$ cat src/rtl/svqs_pkg.sv
`timescale 1ns / 1ps
`default_nettype none
// ----------------------------------------------------------------------------
// svqs_pkg
// Shared types and constants of the sprite quad vertex setup block.
// ----------------------------------------------------------------------------
package svqs_pkg;

	localparam int CORNER_COUNT = 4;
	localparam int Q_DEPTH = 4;
	localparam int SUM_W = 48;
	localparam int PROD_W = 47;
	localparam int RECIP_W = 25;
	localparam longint unsigned HALF_PI_Q30 = 64'd1686629713;

	typedef enum logic [3:0] {
		REG_QUAD_WIDTH    = 4'd0,
		REG_QUAD_HEIGHT   = 4'd1,
		REG_ATLAS_ENABLE  = 4'd2,
		REG_ATLAS_COLUMNS = 4'd3,
		REG_ATLAS_ROWS    = 4'd4,
		REG_VERTEX_COLOUR = 4'd5,
		REG_U_RANGE       = 4'd6,
		REG_V_RANGE       = 4'd7
	} cfg_reg_e;

	typedef enum logic [1:0] {
		CORNER_TL = 2'd0,
		CORNER_TR = 2'd1,
		CORNER_BL = 2'd2,
		CORNER_BR = 2'd3
	} corner_e;

	typedef struct packed {
		logic [3:0]  index;
		logic [31:0] data;
	} cfg_req_t;

	typedef struct packed {
		logic signed [15:0] origin_x;
		logic signed [15:0] origin_y;
		logic [15:0]        rotation;
		logic [15:0]        scale_x;
		logic [15:0]        scale_y;
		logic [15:0]        pattern_index;
		logic [7:0]         row_index;
	} sprite_t;

	typedef struct packed {
		logic signed [15:0] vertex_x;
		logic signed [15:0] vertex_y;
		logic [15:0]        tex_u;
		logic [15:0]        tex_v;
		logic [31:0]        colour;
		logic [1:0]         corner;
		logic               last_corner;
	} vertex_t;

	// Live configuration; column and row counts are stored clamped to 1..256.
	typedef struct packed {
		logic [14:0]        quad_width;
		logic [14:0]        quad_height;
		logic               atlas_enable;
		logic [8:0]         columns;
		logic [8:0]         rows;
		logic [RECIP_W-1:0] col_recip;
		logic [RECIP_W-1:0] row_recip;
		logic [31:0]        vertex_colour;
		logic [31:0]        u_range;
		logic [31:0]        v_range;
	} cfg_vals_t;

	typedef struct packed {
		logic signed [SUM_W-1:0]  xt;
		logic signed [SUM_W-1:0]  xb;
		logic signed [SUM_W-1:0]  yt;
		logic signed [SUM_W-1:0]  yb;
		logic signed [PROD_W-1:0] p1;
		logic signed [PROD_W-1:0] p3;
	} geom_t;

	typedef struct packed {
		geom_t       geom;
		logic [15:0] ul;
		logic [15:0] ur;
		logic [15:0] vt;
		logic [15:0] vb;
	} quad_t;

endpackage
`default_nettype wire

$ cat src/rtl/svqs_stream_if.sv
`timescale 1ns / 1ps
`default_nettype none
// ----------------------------------------------------------------------------
// svqs_stream_if
// Valid/ready channel carrying one payload of a chosen type.
// ----------------------------------------------------------------------------
interface svqs_stream_if #(parameter type payload_t = logic) ();
	logic     valid;
	logic     ready;
	payload_t payload;

	modport source(output valid, output payload, input ready);
	modport sink(input valid, input payload, output ready);
endinterface
`default_nettype wire

$ cat src/rtl/svqs_fifo.sv
`timescale 1ns / 1ps
`default_nettype none
// ----------------------------------------------------------------------------
// svqs_fifo
// Short queue of prepared quads between the front and the back part.
// ----------------------------------------------------------------------------
module svqs_fifo
	import svqs_pkg::*;
(
	input  wire logic       clk,
	input  wire logic       arst_n,
	svqs_stream_if.sink     wr,
	svqs_stream_if.source   rd
);

	localparam int PTR_W = $clog2(Q_DEPTH);

	quad_t            mem [Q_DEPTH];
	logic [PTR_W-1:0] wp_q, rp_q;
	logic [PTR_W:0]   cnt_q;
	logic             push, pop;

	assign wr.ready = cnt_q != (PTR_W+1)'(Q_DEPTH);
	assign rd.valid = cnt_q != '0;
	assign rd.payload = mem[rp_q];
	assign push = wr.valid && wr.ready;
	assign pop = rd.valid && rd.ready;

	always_ff @(posedge clk) begin
		if (push) begin
			mem[wp_q] <= wr.payload;
		end
	end

	always_ff @(posedge clk or negedge arst_n) begin
		if (!arst_n) begin
			wp_q <= '0;
			rp_q <= '0;
			cnt_q <= '0;
		end else begin
			if (push) begin
				wp_q <= wp_q + 1'b1;
			end
			if (pop) begin
				rp_q <= rp_q + 1'b1;
			end
			if (push && !pop) begin
				cnt_q <= cnt_q + 1'b1;
			end else if (pop && !push) begin
				cnt_q <= cnt_q - 1'b1;
			end
		end
	end

endmodule
`default_nettype wire

$ cat src/flat_wrapper.sv
// flat-port wrapper written by rule: the top's interface ports become plain ports
module svqs_fifo_flat import svqs_pkg::*;
  (clk, arst_n, wr_valid, wr_payload, wr_ready, rd_valid, rd_payload, rd_ready);
  svqs_stream_if wr_i ();
  svqs_stream_if rd_i ();
  input  wire logic clk;
  input  wire logic arst_n;
  input wire logic [$bits(wr_i.valid)-1:0] wr_valid;
  input wire logic [$bits(wr_i.payload)-1:0] wr_payload;
  output wire logic [$bits(wr_i.ready)-1:0] wr_ready;
  output wire logic [$bits(rd_i.valid)-1:0] rd_valid;
  output wire logic [$bits(rd_i.payload)-1:0] rd_payload;
  input wire logic [$bits(rd_i.ready)-1:0] rd_ready;
  assign wr_i.valid = wr_valid;
  assign wr_i.payload = wr_payload;
  assign wr_ready = wr_i.ready;
  assign rd_valid = rd_i.valid;
  assign rd_payload = rd_i.payload;
  assign rd_i.ready = rd_ready;
  svqs_fifo u_core (.clk(clk), .arst_n(arst_n), .wr(wr_i), .rd(rd_i));
endmodule
$ cat config.mk
export PLATFORM = sky130hd
export DESIGN_NAME = svqs_fifo_flat
export DESIGN_NICKNAME = d
export VERILOG_FILES = /design/src/rtl/svqs_pkg.sv /design/src/rtl/svqs_stream_if.sv /design/src/rtl/svqs_fifo.sv /design/src/flat_wrapper.sv
export SDC_FILE = /design/constraint.sdc
export NUM_CORES = 1
export LEC_CHECK = 0
export BUFFER_PORTS_ARGS = -buffer_cell sky130_fd_sc_hd__buf_2
export CORE_AREA = 2 2 39 41
export DETAILED_ROUTE_END_ITERATION = 10
export DIE_AREA = 0 0 41 43
export HOLD_SLACK_MARGIN = 0.15
export MAX_ROUTING_LAYER = met4
export PLACE_DENSITY = 0.65
export SLEW_MARGIN = 40
export SYNTH_ARGS = -nofsm -noshare
export SYNTH_HDL_FRONTEND = slang
export SYNTH_SLANG_ARGS = --single-unit
$ cat constraint.sdc
create_clock -name clk -period 2.17 [get_ports clk]
set_clock_uncertainty 0.2 [all_clocks]
set_input_delay 0.434 -clock clk [delete_from_list [all_inputs] [get_ports clk]]
set_output_delay 0.434 -clock clk [all_outputs]
set_load 0.01 [all_outputs]
==> summary.txt <==
Clock tree
  • Clock Root Buffer: clkbuf_4
  • CTS max path bufs: 2
  • Clock slew at reported path FFs: 70 ps
  • Worst skew pair latency: 260 ps
  • Num Clock Sinks: 11
  • Cts bufs inserted: 3
  • Htree depth: 1
  • CTS tree: built

Finish
  • Final Cell Area: 736 um^2
  • Post-Layout Cell Count: 75
  • Area growth syn-to-layout: 27.8%
  • Layout cells sized above 1: 0.525
  • Inserted Diodes: 0
  • Layout Nets: 71

Yosys
  • Number of synthesized flops with an enable pin: 4
  • Post-synth net total: 51
  • Mean Syn Cell Area: 14.4 um^2
  • Share of the synthesized area in the top cell type: 0.304
  • Post-Synthesis Cells: 40
  • Seq/Total Area, Yosys: 0.513
  • Synth unique cells: 17
  • Post-synth top cells: dfrtp_1, ha_1, and2_2, edfxtp_1, xnor2_1
  • Cell taking the most area after synthesis: dfrtp_1
  • Async SR Flop Fraction: 0.636
  • Top FF cell, synth: dfrtp_1
  • Synthesized flop and latch total: 11
  • Yosys warnings: 0
  • Synthesized cell area: 576 um^2
  • Count leader, synth: dfrtp_1
  • Largest cells by area after synthesis: dfrtp_1, edfxtp_1, ha_1, xnor2_1, and2_2

Detailed routing
  • TritonRoute pass-1 iters: 2
  • Wirelength per Cell: 10.7 um
  • DRC: 0
  • WL final: 805 um
  • Final ANT Viol Nets: 0
  • Vias per inst: 4.40
  • Initial DRC count: 2
  • Total number of vias: 330

Critical path
  • WP data required: 2160 ps
  • Worst-path maximum fanout: 2
  • Worst path most repeated cell: xor2_1
  • WP buf/inv: 1
  • Crit path launch type: flop
  • Worst EP arrival: 2050 ps
  • Worst setup path class: reg -> reg
  • Cell Chain, Critical Path: or3_4 -> nand2_4 -> ha_4 -> inv_1 -> fa_2 -> xor2_1 -> nor2_1 -> xor2_1
  • CP max stage delay: 410 ps
  • Max stage delay cell, worst path: or3_4
  • Worst Setup End Kind: flop
  • CP delay by family, top: simple AND/OR/NAND/NOR gates

Floorplan
  • Ports: 8
  • Die X: 41 um
  • Die Y-Extent: 43 um
  • Rows: 14
  • Die area: 1760 um^2
  • Core Area: 1380 um^2
  • Initial Util: 0.416

Power
  • Leakage power: 0.000329 uW
  • Post-layout power: 989 uW
  • Peak VDD IR: 464 uV
  • Pwr per Cell Area: 1340 nW/um^2

Min path
  • Hold Path Class: in -> reg

Timing
  • Hold Fails Final Rpt: 0
  • Final setup vio count: 0
  • Pin slew with the least headroom to its limit: 172 ps
  • Final min period: 2060 ps
  • Max-slew headroom: 0.884
  • Setup_tns: 0 ps
  • Max Fclk: 486 MHz
  • RSZ-0062 raised after global routing: false
  • Max Slew Vio Count: 0
  • Fin crit share: 0.948

Global route
  • First-pass GRT wire length: 1350 um
  • Largest net degree at the start of global routing: 8
  • Vias in the first global route: 340
  • Grt total ovfl: 0
  • GRT Resource Usage Total: 0.129
  • Initial antenna violation count: 0

Placement
  • Final HPWL DP: 628 um
  • Port Buffers: 7
  • Gpl congestion: 0.766
  • Placed Instances: 69
  • DP Area: 676 um^2

Flow run
  • Max-cap check violation count: 0

Status
  • Status: complete, no violations
final timing paths:
kind	start	to	slack, ps	depth (start not counted)
max	u_core.cnt_q[2]$_DFFE_PN0P_	u_core.cnt_q[2]$_DFFE_PN0P_	110	8
min	wr_payload	u_core.mem[3]$_DFFE_PP_	180	1
max reg2reg	u_core.cnt_q[2]$_DFFE_PN0P_	u_core.cnt_q[2]$_DFFE_PN0P_	110	8
min reg2reg	u_core.rp_q[1]$_DFFE_PN0P_	u_core.rp_q[1]$_DFFE_PN0P_	310	1
max in group asynchronous	arst_n	u_core.cnt_q[0]$_DFFE_PN0P_	1290	2
min in group asynchronous	arst_n	u_core.cnt_q[2]$_DFFE_PN0P_	330	2
logic make-up after synthesis:
kind of cell	after synthesis	synth area share
multiplexers	3	0.0848
XOR/XNOR	6	0.0913
AO/OA/AOI/OAI	1	0.0196
buffers and inverters	3	0.0196
adder cells (fa/ha/maj)	6	0.143
flip-flops	11	0.513
AND/OR/NAND/NOR	10	0.128
cells in the final DEF (no fill, tap or decap):
master and count:
a21boi_2 1, and2_2 4, buf_2 7, buf_4 7
clkbuf_4 3, clkinv_2 1, dfrtp_1 7, dlygate4sd3_1 1
edfxtp_1 4, fa_2 1, ha_1 4, ha_4 1
inv_1 3, mux2_2 1, mux2_4 1, mux4_2 1
nand2_1 1, nand2_4 1, nand3_2 1, nor2_1 2
or3_4 1, xnor2_1 4, xor2_1 2
power breakdown:
part / internal, uW / switching [uW]
clock network: 68.1 / 67.2
logic: 285 / 205
registers: 305 / 59.0
layout make-up:
| class | instances | area, um^2 |
|---|---|---|
| fillers | 119 | 648 |
| clock buffers | 3 | 22.5 |
| flip-flops and latches | 11 | 295 |
| well taps | 16 | 20.0 |
| clock inverters | 1 | 5.00 |
| inverters | 3 | 11.3 |
| repair buffers | 15 | 97.6 |
| multi-input cells | 26 | 284 |
what timing repair did:
action,in CTS,in global routing
setup buffers,1,0
hold endpoints to repair,7,0
hold buffers,1,0
endpoints found under the setup margin,1,1
pin swaps,3,4
gates resized for setup,2,1
per-stage QoR:
step | hold WS [ps] | util | setup WS, ps
after CTS | 168 | 0.524 | 28.9
after global routing | 159 | 0.532 | 1.70
final | 181 | 0.532 | 112
after floorplan | -61.6 | - | 6.64
after detailed placement | 77.1 | 0.488 | 9.66
after global placement | 77.1 | 0.488 | 62.2
flip-flops by register name, indices dropped and copies added, names as in the netlist:
| signal | cells |
|---|---|
| u_core.mem | 4 |
| u_core.cnt_q | 3 |
| u_core.rp_q | 2 |
| u_core.wp_q | 2 |
layer usage:
metal / GRT usage / vias to the layer above / routed length [um]
met1: 0.118 / 156 / 333
met3: 0.0628 / 2 / 31
met5: - / - / 0
met4: 0.100 / 0 / 11
li1: - / 168 / -
met2: 0.191 / 4 / 429
No activity file was read; power rests on OpenSTA's default activity.
